[src/rtl/wpm_pkg.sv]
package wpm_pkg;

  // width of the character field on the request
  localparam int CODE_W = 16;

  // wildcard characters of the pattern
  localparam logic [7:0] WILD_STAR = 8'h2A;
  localparam logic [7:0] WILD_ONE  = 8'h3F;

  // ascii case folding
  localparam logic [7:0] UPPER_A  = 8'h41;
  localparam logic [7:0] UPPER_Z  = 8'h5A;
  localparam logic [7:0] CASE_BIT = 8'h20;

  typedef enum logic {
    OP_PATTERN = 1'b0,
    OP_TEXT    = 1'b1
  } op_t;

  typedef struct packed {
    op_t                operation;
    logic               first_char;
    logic               last_char;
    logic [CODE_W-1:0]  char_code;
  } req_t;

  typedef struct packed {
    logic matched;
    logic pattern_overflow;
  } res_t;

endpackage

[src/rtl/wildcard_pattern_matcher.sv]
// channel | direction | payload | handshake
// req     | in        | req_t   | req_valid / req_stall
// res     | out       | res_t   | res_valid / res_stall
//
// one request per cycle while req_stall is low, pattern and text characters alike
// a result appears in the cycle after its last text character is taken
// the active-position update is one carry chain over PATTERN_MAX+1 bits
// reset empties the pattern, clears the active vector and the result valid flag
// req_stall is high only while a result sits in the output register and is stalled
module wildcard_pattern_matcher #(
  parameter int PATTERN_MAX = 32,
  parameter int CHAR_BITS   = 16
) (
  input  logic          clk,
  input  logic          rst,
  input  logic          req_valid,
  output logic          req_stall,
  input  wpm_pkg::req_t req,
  output logic          res_valid,
  input  logic          res_stall,
  output wpm_pkg::res_t res
);
  import wpm_pkg::*;

  localparam int LEN_W = $clog2(PATTERN_MAX + 1);
  localparam int IDX_W = (PATTERN_MAX > 1) ? $clog2(PATTERN_MAX) : 1;

  // pattern storage, no reset: only entries below len are ever looked at
  logic [CHAR_BITS-1:0] pattern [PATTERN_MAX];
  logic [LEN_W-1:0]     len;
  logic                 overflow;
  // every loaded character so far is a star
  logic                 lead_star;
  // active vector at the start of a text: position 0 plus the position after each leading star
  logic [PATTERN_MAX:0] start_vec;
  logic [PATTERN_MAX:0] active;

  logic [CHAR_BITS-1:0] char_raw;
  logic [CHAR_BITS-1:0] char_fold;
  logic                 char_star;
  logic                 req_take;
  logic                 load_take;
  logic                 text_take;

  logic [LEN_W-1:0]     base_len;
  logic                 base_ovf;
  logic                 base_lead;
  logic [PATTERN_MAX:0] base_start;
  logic                 has_room;

  logic [LEN_W-1:0]     len_next;
  logic                 overflow_next;
  logic                 lead_star_next;
  logic [PATTERN_MAX:0] start_vec_next;

  logic [PATTERN_MAX:0] step_in;
  logic [PATTERN_MAX:0] active_next;

  // request accepted unless the output register holds a stalled result
  assign req_stall = res_valid & res_stall;
  assign req_take  = req_valid & ~req_stall;
  assign load_take = req_take & (req.operation == OP_PATTERN);
  assign text_take = req_take & (req.operation == OP_TEXT);

  // bring the character field to the stored width
  generate
    if (CHAR_BITS > CODE_W) begin : g_widen
      assign char_raw = {{(CHAR_BITS - CODE_W){1'b0}}, req.char_code};
    end else begin : g_narrow
      assign char_raw = req.char_code[CHAR_BITS-1:0];
    end
  endgenerate

  // fold A-Z to a-z
  always_comb begin
    if ((char_raw >= CHAR_BITS'(UPPER_A)) && (char_raw <= CHAR_BITS'(UPPER_Z))) begin
      char_fold = char_raw | CHAR_BITS'(CASE_BIT);
    end else begin
      char_fold = char_raw;
    end
  end

  assign char_star = (char_fold == CHAR_BITS'(WILD_STAR));

  // pattern load: a first character restarts the pattern before it is stored
  always_comb begin
    if (req.first_char) begin
      base_len   = '0;
      base_ovf   = 1'b0;
      base_lead  = 1'b1;
      base_start = (PATTERN_MAX + 1)'(1);
    end else begin
      base_len   = len;
      base_ovf   = overflow;
      base_lead  = lead_star;
      base_start = start_vec;
    end
    has_room = (base_len < LEN_W'(PATTERN_MAX));

    len_next       = base_len;
    overflow_next  = base_ovf;
    lead_star_next = base_lead;
    start_vec_next = base_start;
    if (has_room) begin
      len_next       = base_len + LEN_W'(1);
      lead_star_next = base_lead & char_star;
      // a run of leading stars makes the position after it reachable
      if (base_lead && char_star) begin
        start_vec_next[base_len + LEN_W'(1)] = 1'b1;
      end
    end else begin
      // characters past capacity are dropped
      overflow_next = 1'b1;
    end
  end

  always_ff @(posedge clk) begin
    if (load_take && has_room) begin
      pattern[base_len[IDX_W-1:0]] <= char_fold;
    end
  end

  always_ff @(posedge clk) begin
    if (rst) begin
      len       <= '0;
      overflow  <= 1'b0;
      lead_star <= 1'b1;
      start_vec <= (PATTERN_MAX + 1)'(1);
    end else if (load_take) begin
      len       <= len_next;
      overflow  <= overflow_next;
      lead_star <= lead_star_next;
      start_vec <= start_vec_next;
    end
  end

  // text: a first character starts from the precomputed start vector
  assign step_in = req.first_char ? start_vec : active;

  wpm_step #(
    .PATTERN_MAX (PATTERN_MAX),
    .CHAR_BITS   (CHAR_BITS),
    .LEN_W       (LEN_W)
  ) u_step (
    .pattern     (pattern),
    .len         (len),
    .char_in     (char_fold),
    .active      (step_in),
    .active_next (active_next)
  );

  always_ff @(posedge clk) begin
    if (rst) begin
      active <= '0;
    end else if (text_take) begin
      active <= active_next;
    end
  end

  // result register: filled on the last text character, emptied when taken
  always_ff @(posedge clk) begin
    if (rst) begin
      res_valid <= 1'b0;
    end else if (text_take && req.last_char) begin
      res_valid <= 1'b1;
    end else if (!res_stall) begin
      res_valid <= 1'b0;
    end
  end

  always_ff @(posedge clk) begin
    if (text_take && req.last_char) begin
      res.matched          <= ~overflow & active_next[len];
      res.pattern_overflow <= overflow;
    end
  end

  // pattern length never runs past capacity
  a_len_range: assert property (@(posedge clk) disable iff (rst)
    len <= LEN_W'(PATTERN_MAX))
    else $error("pattern length beyond capacity");

  // overflow only once the store is full
  a_ovf_full: assert property (@(posedge clk) disable iff (rst)
    overflow |-> (len == LEN_W'(PATTERN_MAX)))
    else $error("overflow flag with room left");

  // a text always starts at pattern position zero
  a_start_zero: assert property (@(posedge clk) disable iff (rst)
    start_vec[0])
    else $error("start vector lost position zero");

  // an overflowed pattern never reports a match
  a_ovf_nomatch: assert property (@(posedge clk) disable iff (rst)
    res_valid |-> !(res.matched && res.pattern_overflow))
    else $error("match reported with overflow");

  // a taken last text character produces a pending result next cycle
  a_result_follows: assert property (@(posedge clk) disable iff (rst)
    (text_take && req.last_char) |=> res_valid)
    else $error("result missing after last character");

endmodule

[src/rtl/wpm_step.sv]
module wpm_step #(
  parameter int PATTERN_MAX = 32,
  parameter int CHAR_BITS   = 16,
  parameter int LEN_W       = $clog2(PATTERN_MAX + 1)
) (
  input  logic [CHAR_BITS-1:0] pattern [PATTERN_MAX],
  input  logic [LEN_W-1:0]     len,
  input  logic [CHAR_BITS-1:0] char_in,
  input  logic [PATTERN_MAX:0] active,
  output logic [PATTERN_MAX:0] active_next
);
  import wpm_pkg::*;

  logic [PATTERN_MAX-1:0] star;
  logic [PATTERN_MAX-1:0] hit;
  logic [PATTERN_MAX:0]   adv;
  logic [PATTERN_MAX:0]   star_ext;
  logic [PATTERN_MAX:0]   run_sum;

  // per position: star, or a single-character step that consumes char_in
  always_comb begin
    for (int i = 0; i < PATTERN_MAX; i++) begin
      logic in_pat;
      logic is_star;
      logic is_one;
      in_pat  = (LEN_W'(i) < len);
      is_star = (pattern[i] == CHAR_BITS'(WILD_STAR));
      is_one  = (pattern[i] == CHAR_BITS'(WILD_ONE));
      star[i] = in_pat & is_star;
      hit[i]  = in_pat & ~is_star & (is_one | (pattern[i] == char_in));
    end
  end

  // a star stays put, a matching character moves one position up
  assign adv = {1'b0, active[PATTERN_MAX-1:0] & star}
             | {active[PATTERN_MAX-1:0] & hit, 1'b0};

  // star closure as a carry chain: the carry from an active star runs
  // through the following stars and lands on the first non-star position
  assign star_ext    = {1'b0, star};
  assign run_sum     = star_ext + (adv & star_ext);
  assign active_next = adv | (run_sum ^ star_ext);

endmodule
[config.mk]
export PLATFORM = sky130hd
export DESIGN_NAME = wildcard_pattern_matcher
export DESIGN_NICKNAME = d
export VERILOG_FILES = /design/src/rtl/wpm_pkg.sv /design/src/rtl/wildcard_pattern_matcher.sv /design/src/rtl/wpm_step.sv
export SDC_FILE = /design/constraint.sdc
export NUM_CORES = 1
export LEC_CHECK = 0
export ABC_AREA = 1
export BUFFER_PORTS_ARGS = -buffer_cell sky130_fd_sc_hd__clkbuf_2
export CAP_MARGIN = 20
export CELL_PAD_IN_SITES_DETAIL_PLACEMENT = 1
export CELL_PAD_IN_SITES_GLOBAL_PLACEMENT = 2
export CORE_MARGIN = 2
export CORE_UTILIZATION = 25
export CTS_CLUSTER_DIAMETER = 60
export CTS_CLUSTER_SIZE = 25
export DETAILED_ROUTE_END_ITERATION = 10
export GPL_ROUTABILITY_DRIVEN = 0
export PLACE_DENSITY_LB_ADDON = 0.1
export SLEW_MARGIN = 20
export SYNTH_ARGS = -nofsm -noshare
export SYNTH_HDL_FRONTEND = slang
export SYNTH_SLANG_ARGS = --single-unit
[constraint.sdc]
create_clock -name clk -period 2.65 [get_ports clk]
set_input_delay 0.265 -clock clk [delete_from_list [all_inputs] [get_ports clk]]
set_output_delay 0.265 -clock clk [all_outputs]
set_load 0.03 [all_outputs]
### After elaboration in Yosys (flattened, before gate mapping)

Cells that the tools add are included.

* output and inout port bits: 4
* bits in registers: 588
* logic and storage cells: 385
* input port bits: 23

* add/subtract/negate cells: 2
* eq/ne operators: 99
* muxes and demuxes: 20
* magnitude comparators: 40
* reduce and logical (&&, ||, !) cells: 7
* bitwise gates (word level): 177

Operators by type and width (number)
* $eq 16x6->1 const B: 65
* $bwmux 512: 1
* $eq 16x16->1: 32
* $and 1x1->1: 102
* $mux 33: 3
* $lt 5x6->1 const A: 16
* $demux 16 s5: 1
* $or 33x33->33: 2
* $and 32x32->32: 2
* $lt 4x6->1 const A: 8
* $not 1->1: 35
* $add 32x33->33: 1
* $and 33x32->33: 1
* $or 32x33->33: 1
* $xor 33x32->33: 1
* $mux 32: 1
* $or 1x1->1: 32
* $lt 3x6->1 const A: 4
* $mux 6: 3
* $ge 16x7->1 const B: 1
* $le 16x7->1 const B: 1
* $mux 16: 1
* $lt 6x7->1 const B: 2
* $lt 1x6->1 const A: 2
* 14 further kinds: 27

### Longest topological paths before layout

Gate-level depths: netlist (run 1).

* word-level depth: 15
* mapped depth: 30
* gate-level depth less buffers: 29

### Hierarchy

Synthesis (run 1) repeated with hierarchy kept, for this count alone.

* cells, all modules: 3824
* area total of the unflattened synthesis: 32645.1 µm²

By module, submodules not included
* wildcard_pattern_matcher: times used 1, sequential area each 16936.2 µm², cells an instance 1198, area each 19702.6 µm²
* wpm_step: times used 1, sequential area each 0.0 µm², cells an instance 2626, area each 12942.4 µm²

### Worst setup path after synthesis (run 1)

OpenSTA, ideal clock, no wires.

* path kind: flip-flop to flip-flop
* start: reg pattern[486] in the netlist's numbering
* end: reg res[1] in the netlist's numbering, data pin
* data arrival time: 2.610 ns
* stages on the path, launching flop included: 25
* data required time: 2.391 ns
* path slack: -0.219 ns
* library setup time: 0.259 ns
* clock period less this slack: 2.869 ns
* path buffers: 0
* cell sequence: edfxtp_1 -> or2_2 -> or2_2 -> nor3_1 -> nand2_1 -> nor2_1 -> nand2_1 -> nand2_1 -> nor2_1 -> ha_1 -> inv_1 -> nand2_1 -> nand2_1 -> nand2_1 -> nand2_1 -> nor3b_2 -> nand2_1 -> nand3_1 -> nand2_1 -> nand2_1 -> nor2_1 -> nand3_1 -> nand2_1 -> nand3_1 -> a21oi_2

* longest elaborated chain between the ends: 13
* elaborated cells on any way between the ends: 18
* those cells by class: add/sub: 1; eq/ne: 3; mux: 2; bitwise: 12

Ends and longest elaborated chain
* start: declaration: RTL line wildcard_pattern_matcher.sv:29 `logic [CHAR_BITS-1:0] pattern [PATTERN_MAX];`
* start signal: indexed assignment: RTL line wildcard_pattern_matcher.sv:119 `pattern[base_len[IDX_W-1:0]] <= char_fold;`
* $eq 16x6->1: RTL line wpm_step.sv:27 `is_star = (pattern[i] == CHAR_BITS'(WILD_STAR));`
* $not 1->1: RTL line wpm_step.sv:30 `hit[i] = in_pat & ~is_star & (is_one | (pattern[i] == char_in));`
* $and 1x1->1 (2 in a row): RTL line wpm_step.sv:30
* $and 32x32->32: RTL line wpm_step.sv:36 `| {active[PATTERN_MAX-1:0] & hit, 1'b0};`
* $or 32x33->33: RTL line wpm_step.sv:36
* $and 33x32->33: RTL line wpm_step.sv:41 `assign run_sum = star_ext + (adv & star_ext);`
* $add 32x33->33: RTL line wpm_step.sv:41
* $xor 33x32->33: RTL line wpm_step.sv:42 `assign active_next = adv | (run_sum ^ star_ext);`
* $or 33x33->33 *: RTL line wpm_step.sv:42
* $bmux 1 s6 *: RTL line wildcard_pattern_matcher.sv:173 `res.matched <= ~overflow & active_next[len];`
* $mux 1 (not written as such) *: RTL line wildcard_pattern_matcher.sv:173
* $and 1x1->1 *: RTL line wildcard_pattern_matcher.sv:173
* end: declaration: RTL line wildcard_pattern_matcher.sv:21 `output wpm_pkg::res_t res`

Mark *: on every way between the ends. The rest lies on a longest branch, timed or not. The select of a mux whose other input is x is not followed.
A chain may end at the register's enable or synchronous reset.

### Worst setup path in the final report (run 1)

* start: reg pattern[509] in the netlist's numbering
* end: reg res[1] in the netlist's numbering, data pin

The elaborated chain is that of the path after synthesis.

==> results of run 1 <==
## logic make-up (layout without fill, tap and decap cells)
family          count (synthesis)  after routing  share of synthesized area (%)
fa+ha+maj                       6              6                          0.222
simple gates                 2270           2270                           29.7
xor+xnor                      359            359                           9.31
compound gates                217            217                           3.80
buf+inv                       555           1728                           6.96
flops                         587            587                           50.0
## per-stage QoR
stage	hold WS (ns)	worst slack, ns	instance area [um^2]	cells
2_1_floorplan	0.334	-0.204	33800	3994
3_3_place_gp	0.420	-1.18	44100	6707
3_5_place_dp	0.430	-1.17	44100	6707
4_1_cts	0.0118	-0.635	48800	6910
5_1_grt	0.0355	-0.711	50100	6935
6_report	0.0538	-0.516	50100	6935
## where the power goes
part           internal, mW  switching (mW)
sequential             10.1          0.0451
clock                  6.35            5.08
combinational         0.986            1.50
## final cells by class
cell class                 count  area, um^2
inverter                     458        1740
sequential                   587       16900
clock inverter                67         776
fill                       15600       83700
clock buffer                  87        2070
tap                         1768        2210
multi-input combinational   2852       16900
timing repair buffer        1116        9440
## how the worst max path moves through the flow
stage	start	to	slack, ns
6_report	pattern[509]$_DFFE_PP_	res[1]$_DFFE_PP_	-0.52
5_1_grt	pattern[509]$_DFFE_PP_	res[1]$_DFFE_PP_	-0.71
4_1_cts	pattern[509]$_DFFE_PP_	res[1]$_DFFE_PP_	-0.64
3_5_place_dp	req[1]	res[1]$_DFFE_PP_	-1.17
3_3_place_gp	req[1]	res[1]$_DFFE_PP_	-1.18
2_1_floorplan	res_valid$_SDFFE_PP0P_	pattern[100]$_DFFE_PP_	-0.20
## cell usage in the layout, fill, tap and decap left out, drive strengths merged, types with 48 or more instances in the layout
cell	instances
nor4	72
nor2	483
nand4	135
xnor2	291
clkbuf	98
nor3	69
nand3	295
nand2	1143
a21oi	56
buf	1094
xor2	68
inv	462
clkinv	48
dfxtp	73
edfxtp	514
o21ai	90
## worst max-delay path: stages (launching register included)
cell      delay, ns
edfxtp_1       0.44
buf_4          0.17
nor3_2         0.14
nor3b_2        0.21
buf_4          0.14
nand4_1        0.13
nand2_4        0.16
nand2_4        0.07
buf_6          0.13
nand3_1        0.06
nand2_1        0.07
nand2_2        0.11
nand2_4        0.08
nand2_4        0.08
nand3b_1       0.12
nand2_2        0.10
nand2_2        0.07
nand3b_1       0.21
nor2_2         0.10
nor2_4         0.12
nand3_2        0.10
nand2_2        0.08
nand3_2        0.06
a21oi_2        0.10
## per-layer routing
| metal | vias to the layer above | global-route usage (%) |
|---|---|---|
| met5 | - | 0 |
| met4 | 0 | 5.56 |
| met3 | 155 | 2.94 |
| met2 | 358 | 33.6 |
| met1 | 15200 | 30.0 |
| li1 | 15400 | - |
## state kept, by name (all words and copies together), names as in the netlist
signal     flops
len            6
pattern      512
res_valid      1
active        32
start_vec     32
lead_star      1
overflow       1
res            2
## repair_timing
item,in CTS,in global routing
buffers inserted,39,31
hold endpoints to repair,17,0
hold buffers,11,0
pin swaps,86,136
endpoints found under the setup margin,31,32
gates resized for setup,398,266
==> results.sh, run 1 <==
export IMPL_coreArea_mm2=0.134
export IMPL_top_layer="met4"
export IMPL_whs_path_depth=2
export IMPL_finalPower_mw=24.1
export IMPL_fp_row_count=134
export IMPL_rrSetupSlack_ns=-0.52
export IMPL_synth_seq_cells=587
export IMPL_min_to="pattern[496]$_DFFE_PP_"
export IMPL_ir_worst_vdd_mv=0.495
export IMPL_fin_util_pct=37.4
export IMPL_reg2regPathDepth=23
export IMPL_power_leakage_nw=20.4
export IMPL_ys_seq_area_share_pct=50.0
export IMPL_synthTopCellsByCount="nand2_1, edfxtp_1, nor2_1, inv_1, xnor2_1"
export IMPL_cp_arrival_ns=3.73
export IMPL_wl_met1_um=72400
export IMPL_syn_num_nets=4023
export IMPL_die_y_um=372
export IMPL_grt_pass1_vias=32400
export IMPL_area_growth_synth_to_final_pct=48.2
export IMPL_path_clk_slew_ns=0.07
export IMPL_finalNetCount=5126
export IMPL_setup_ws_ns=-0.516
export IMPL_synthTopCellsByArea="edfxtp_1, nand2_1, xnor2_1, nor2_1, inv_1"
export IMPL_worst_pin_slew_ns=1.15
export IMPL_max_freq_ghz=0.316
export IMPL_dieWidth_um=372
export IMPL_cts_tree="yes"
export IMPL_place_detailed_hpwl_um=115000
export IMPL_r2r_end="res[1]$_DFFE_PP_"
export IMPL_crit_type="flip-flop to flip-flop"
export IMPL_yosys_warnings=0
export IMPL_skew_ns=0.0577
export IMPL_setup_viol=24
export IMPL_hp_start="req[0]"
export IMPL_grt_usage_pct=21.2
export IMPL_rsz0062_at_grt="true"
export IMPL_cts_made_buffers=82
export IMPL_wl_met2_um=66000
export IMPL_drc=0
export IMPL_drt_iter0_markers=1594
export IMPL_routed_wl_met3_um=4860
export IMPL_period_minus_slack_ns=3.17
export IMPL_slew_violations=0
export IMPL_cp_data_required_time_ns=3.21
export IMPL_synth_top_area_share_pct=45.7
export IMPL_r2r_start="pattern[509]$_DFFE_PP_"
export IMPL_drive_gt1_share_pct=35.7
export IMPL_grt_max_degree=62
export IMPL_insertion_delay_ns=0.72
export IMPL_drt_pass1_iter_count=5
export IMPL_end_kind="flip-flop"
export IMPL_fin_crit_sh_pct=119
export IMPL_worst_hold_path_type="primary input to flip-flop"
export IMPL_dieArea_mm2=0.138
export IMPL_cts_sinks=587
export IMPL_status="finished, violations left"
export IMPL_synth_avg_cell_area_um2=8.46
export IMPL_wire_per_inst_um=21.1
export IMPL_clock_root_buffer="clkbuf_16"
export IMPL_antenna_cells=0
export IMPL_synth_flop_cell="edfxtp_1"
export IMPL_grt_pass1_wl_um=214000
export IMPL_syn_inst=3994
export IMPL_vias_per_cell=4.49
export IMPL_slew_headroom_pct=23.2
export IMPL_portBuffers=26
export IMPL_antenna_found_initial=5
export IMPL_io_pins=27
export IMPL_final_antenna_net_count=0
export IMPL_ys_types=59
export IMPL_synth_area_mm2=0.0338
export IMPL_initial_core_util_pct=25.2
export IMPL_via_count=31100
export IMPL_setup_tns_final_ns=-4.21
export IMPL_violations="setup timing"
export IMPL_power_density_mw_per_mm2=481
export IMPL_drt_wl_total_um=147000
export IMPL_hold_viol=0
export IMPL_crit_path_max_fanout=3
export IMPL_async_reset_ff_share_pct=0
export IMPL_htreeDepth=3
export IMPL_synth_edff_count=514
export IMPL_grt_overflow=0
export IMPL_clk_path_buf_depth=3
export IMPL_yosysMostFrequentCell="nand2_1"
export IMPL_max_cap_viol_count=0
export IMPL_start_kind="flip-flop"
export IMPL_synth_area_leader_cell="edfxtp_1"
Note: power is estimated with default switching activity, not from simulation.
==> run 2, diff against run 1 <==
--- a/config.mk
+++ b/config.mk
@@ -5,7 +5,7 @@
 export SDC_FILE = /design/constraint.sdc
 export NUM_CORES = 1
 export LEC_CHECK = 0
-export ABC_AREA = 1
+export ABC_AREA = 0
 export BUFFER_PORTS_ARGS = -buffer_cell sky130_fd_sc_hd__clkbuf_2
 export CAP_MARGIN = 20
 export CELL_PAD_IN_SITES_DETAIL_PLACEMENT = 1
==> results.sh, run 2 <==
export IMPL_drive_gt1_share_pct=41.0
export IMPL_path_clk_slew_ns=0.06
export IMPL_final_area_mm2=0.0445
export IMPL_final_cell_mix="buf_4, edfxtp_1, xor2_1, xnor2_1, nor2_1"
export IMPL_worst_pin_slew_ns=0.719
export IMPL_synth_area_leader_cell="edfxtp_1"
export IMPL_finalNetCount=3577
export IMPL_io_pins=27
export IMPL_slowest_delay_ns=0.43
export IMPL_cp_arrival_ns=4.96
export IMPL_critPathMostFrequentCell="buf_4"
export IMPL_status="finished, violations left"
export IMPL_crit_path_max_fanout=4
export IMPL_reg2regPathDepth=17
export IMPL_crit_path_cell_trace="nor4_2 > nand4_1 > buf_4 > buf_4 > or3_1 > nor2_1 > nand3_1 > buf_4 > nor4_2 > buf_4 > o31ai_1 > a211oi_1 > o211ai_1 > a31oi_2 > nand3_1 > or4_1 > nand2_1"
export IMPL_die_y_um=348
export IMPL_antenna_found_initial=4
export IMPL_grt_pass1_vias=26900
export IMPL_max_freq_ghz=0.226
export IMPL_grt_overflow=0
export IMPL_ys_seq_area_share_pct=57.0
export IMPL_htreeDepth=3
export IMPL_yosys_warnings=0
export IMPL_synth_edff_count=514
export IMPL_async_reset_ff_share_pct=0
export IMPL_fin_crit_sh_pct=167
export IMPL_slew_violations=0
export IMPL_fp_row_count=126
export IMPL_violations="setup timing"
export IMPL_vias_per_cell=4.77
export IMPL_worst_hold_path_type="primary input to flip-flop"
export IMPL_final_antenna_net_count=0
export IMPL_syn_inst=2500
export IMPL_initial_core_util_pct=25.1
export IMPL_hp_start="req[9]"
export IMPL_finalPower_mw=24.1
export IMPL_end_kind="flip-flop"
export IMPL_ys_types=89
export IMPL_regArea_mm2=0.0169
export IMPL_whs_path_depth=2
export IMPL_ir_worst_vdd_mv=0.438
export IMPL_multiInputGateArea_mm2=0.0136
export IMPL_slew_headroom_pct=51.9
export IMPL_grt_max_degree=36
export IMPL_period_minus_slack_ns=4.42
export IMPL_grt_usage_pct=19.6
export IMPL_clock_root_buffer="clkbuf_16"
export IMPL_area_growth_synth_to_final_pct=50.0
export IMPL_cts_tree="yes"
export IMPL_rsz0062_at_grt="true"
export IMPL_yosysMostFrequentCell="edfxtp_1"
export IMPL_place_detailed_hpwl_um=89400
export IMPL_wire_per_inst_um=23.2
export IMPL_synth_area_mm2=0.0297
export IMPL_power_leakage_nw=16.2
export IMPL_cts_sinks=587
export IMPL_clk_path_buf_depth=3
export IMPL_synth_seq_cells=587
export IMPL_crit_type="flip-flop to flip-flop"
export IMPL_skew_ns=0.0294
export IMPL_cts_made_buffers=85
export IMPL_worst_path_buf_inv=4
export IMPL_largest_reg_flops=512
export IMPL_dieArea_mm2=0.121
export IMPL_synthTopCellsByCount="edfxtp_1, xor2_1, xnor2_1, nor2_1, nand2_1"
export IMPL_synth_flop_cell="edfxtp_1"
export IMPL_mostFrequentLayoutCell="buf_4"
export IMPL_place_area_mm2=0.0398
export IMPL_min_to="pattern[473]$_DFFE_PP_"
export IMPL_hold_viol=0
export IMPL_fillers=12700
export IMPL_drc=0
export IMPL_r2r_start="pattern[424]$_DFFE_PP_"
export IMPL_pre_cts_ws_ns=-2.43
export IMPL_coreArea_mm2=0.118
export IMPL_start_kind="flip-flop"
export IMPL_syn_num_nets=2529
export IMPL_dieWidth_um=348
export IMPL_power_density_mw_per_mm2=541
export IMPL_synth_avg_cell_area_um2=11.9
export IMPL_critical_path_slowest_cell="or4_1"
export IMPL_portBuffers=26
export IMPL_setup_tns_final_ns=-27.37
export IMPL_r2r_end="res[1]$_DFFE_PP_"
export IMPL_drt_pass1_iter_count=7
export IMPL_drt_wl_total_um=119000
export IMPL_synthTopCellsByArea="edfxtp_1, xor2_1, xnor2_1, dfxtp_1, nor4_1"
export IMPL_cpLargestDelayFamily="simple AND/OR/NAND/NOR gates"
export IMPL_drt_iter0_markers=1086
export IMPL_grt_pass1_wl_um=177000
export IMPL_setup_viol=30
export IMPL_synth_top_area_share_pct=52.1
export IMPL_cp_data_required_time_ns=3.19
export IMPL_insertion_delay_ns=0.67
export IMPL_rrSetupSlack_ns=-1.77
export IMPL_max_cap_viol_count=0
export IMPL_setup_ws_ns=-1.77
export IMPL_via_count=24600
run 2: area by class of cell:
cell class | instances | area share (%)
repair buffers | 1071 | 20.1
well taps | 1536 | 4.32
multi-input cells | 1774 | 30.5
clock inverters | 63 | 1.89
clock buffers | 95 | 4.96
flip-flops and latches | 587 | 38.0
inverters | 29 | 0.250
diodes | 1 | 0.00563
run 2: report_power, final:
group / switching, mW / internal [mW] / total (mW) / leakage, nW
combinational: 1.08 / 0.661 / 1.74 / 9.55
sequential: 0.0378 / 10.1 / 10.1 / 5.22
clock: 4.96 / 7.24 / 12.2 / 1.48
total: 6.08 / 18.0 / 24.1 / 16.2
run 2: what timing repair did:
action / CTS / global route
gates resized for setup: 160 / 97
setup buffers: 47 / 25
hold buffers: 7 / 0
endpoints found under the setup margin: 32 / 50
pin swaps: 99 / 83
hold endpoints to repair: 10 / 0
run 2: kinds of logic (layout without fill, tap and decap cells):
group,after synthesis,count (layout),synth area share (%)
AND/OR/NAND/NOR,867,867,15.7
flip-flops,587,587,57.0
XOR/XNOR,510,510,15.1
AO/OA/AOI/OAI,356,356,8.54
buffers and inverters,139,1258,2.13
multiplexers,35,35,1.29
adder cells (fa/ha/maj),6,6,0.253
other,0,1,0
run 2: layer usage:
metal  track usage (%)  vias up  wire length [um]
li1                  -    11600                 -
met1              26.2    12600             55900
met2              32.3      266             56100
met3              2.19      160              2630
met4              7.71        0              4760
met5                 0        -                 0
run 2: per-stage QoR:
stage / util (%) / hold slack [ns] / std cells
4_1_cts: 37.2 / 0.00333 / 5136
6_report: 37.7 / 0.0651 / 5156
2_1_floorplan: - / 0.364 / 2500
3_3_place_gp: 33.7 / 0.441 / 4942
5_1_grt: 37.7 / 0.0329 / 5155
3_5_place_dp: 33.7 / 0.455 / 4942
run 2: worst register-to-register path: cells and delay by family, from the launching register on:
| family | cells | cell delay, ns |
|---|---|---|
| AO/OA/AOI/OAI | 4 | 0.96 |
| flip-flops | 1 | 0.42 |
| buffers and inverters | 4 | 0.66 |
| AND/OR/NAND/NOR | 9 | 2.26 |
run 2: how the worst max path moves through the flow:
stage / start / end / slack (ns) / cells past startpoint
final: pattern[424]$_DFFE_PP_ / res[1]$_DFFE_PP_ / -1.77 / 17
after global routing: pattern[424]$_DFFE_PP_ / res[1]$_DFFE_PP_ / -2.01 / 19
after CTS: pattern[397]$_DFFE_PP_ / res[1]$_DFFE_PP_ / -1.82 / 18
after detailed placement: len[3]$_SDFFE_PP0P_ / res[1]$_DFFE_PP_ / -2.43 / 19
after global placement: len[3]$_SDFFE_PP0P_ / res[1]$_DFFE_PP_ / -2.50 / 19
after floorplan: req[0] / res[1]$_DFFE_PP_ / -1.55 / 18
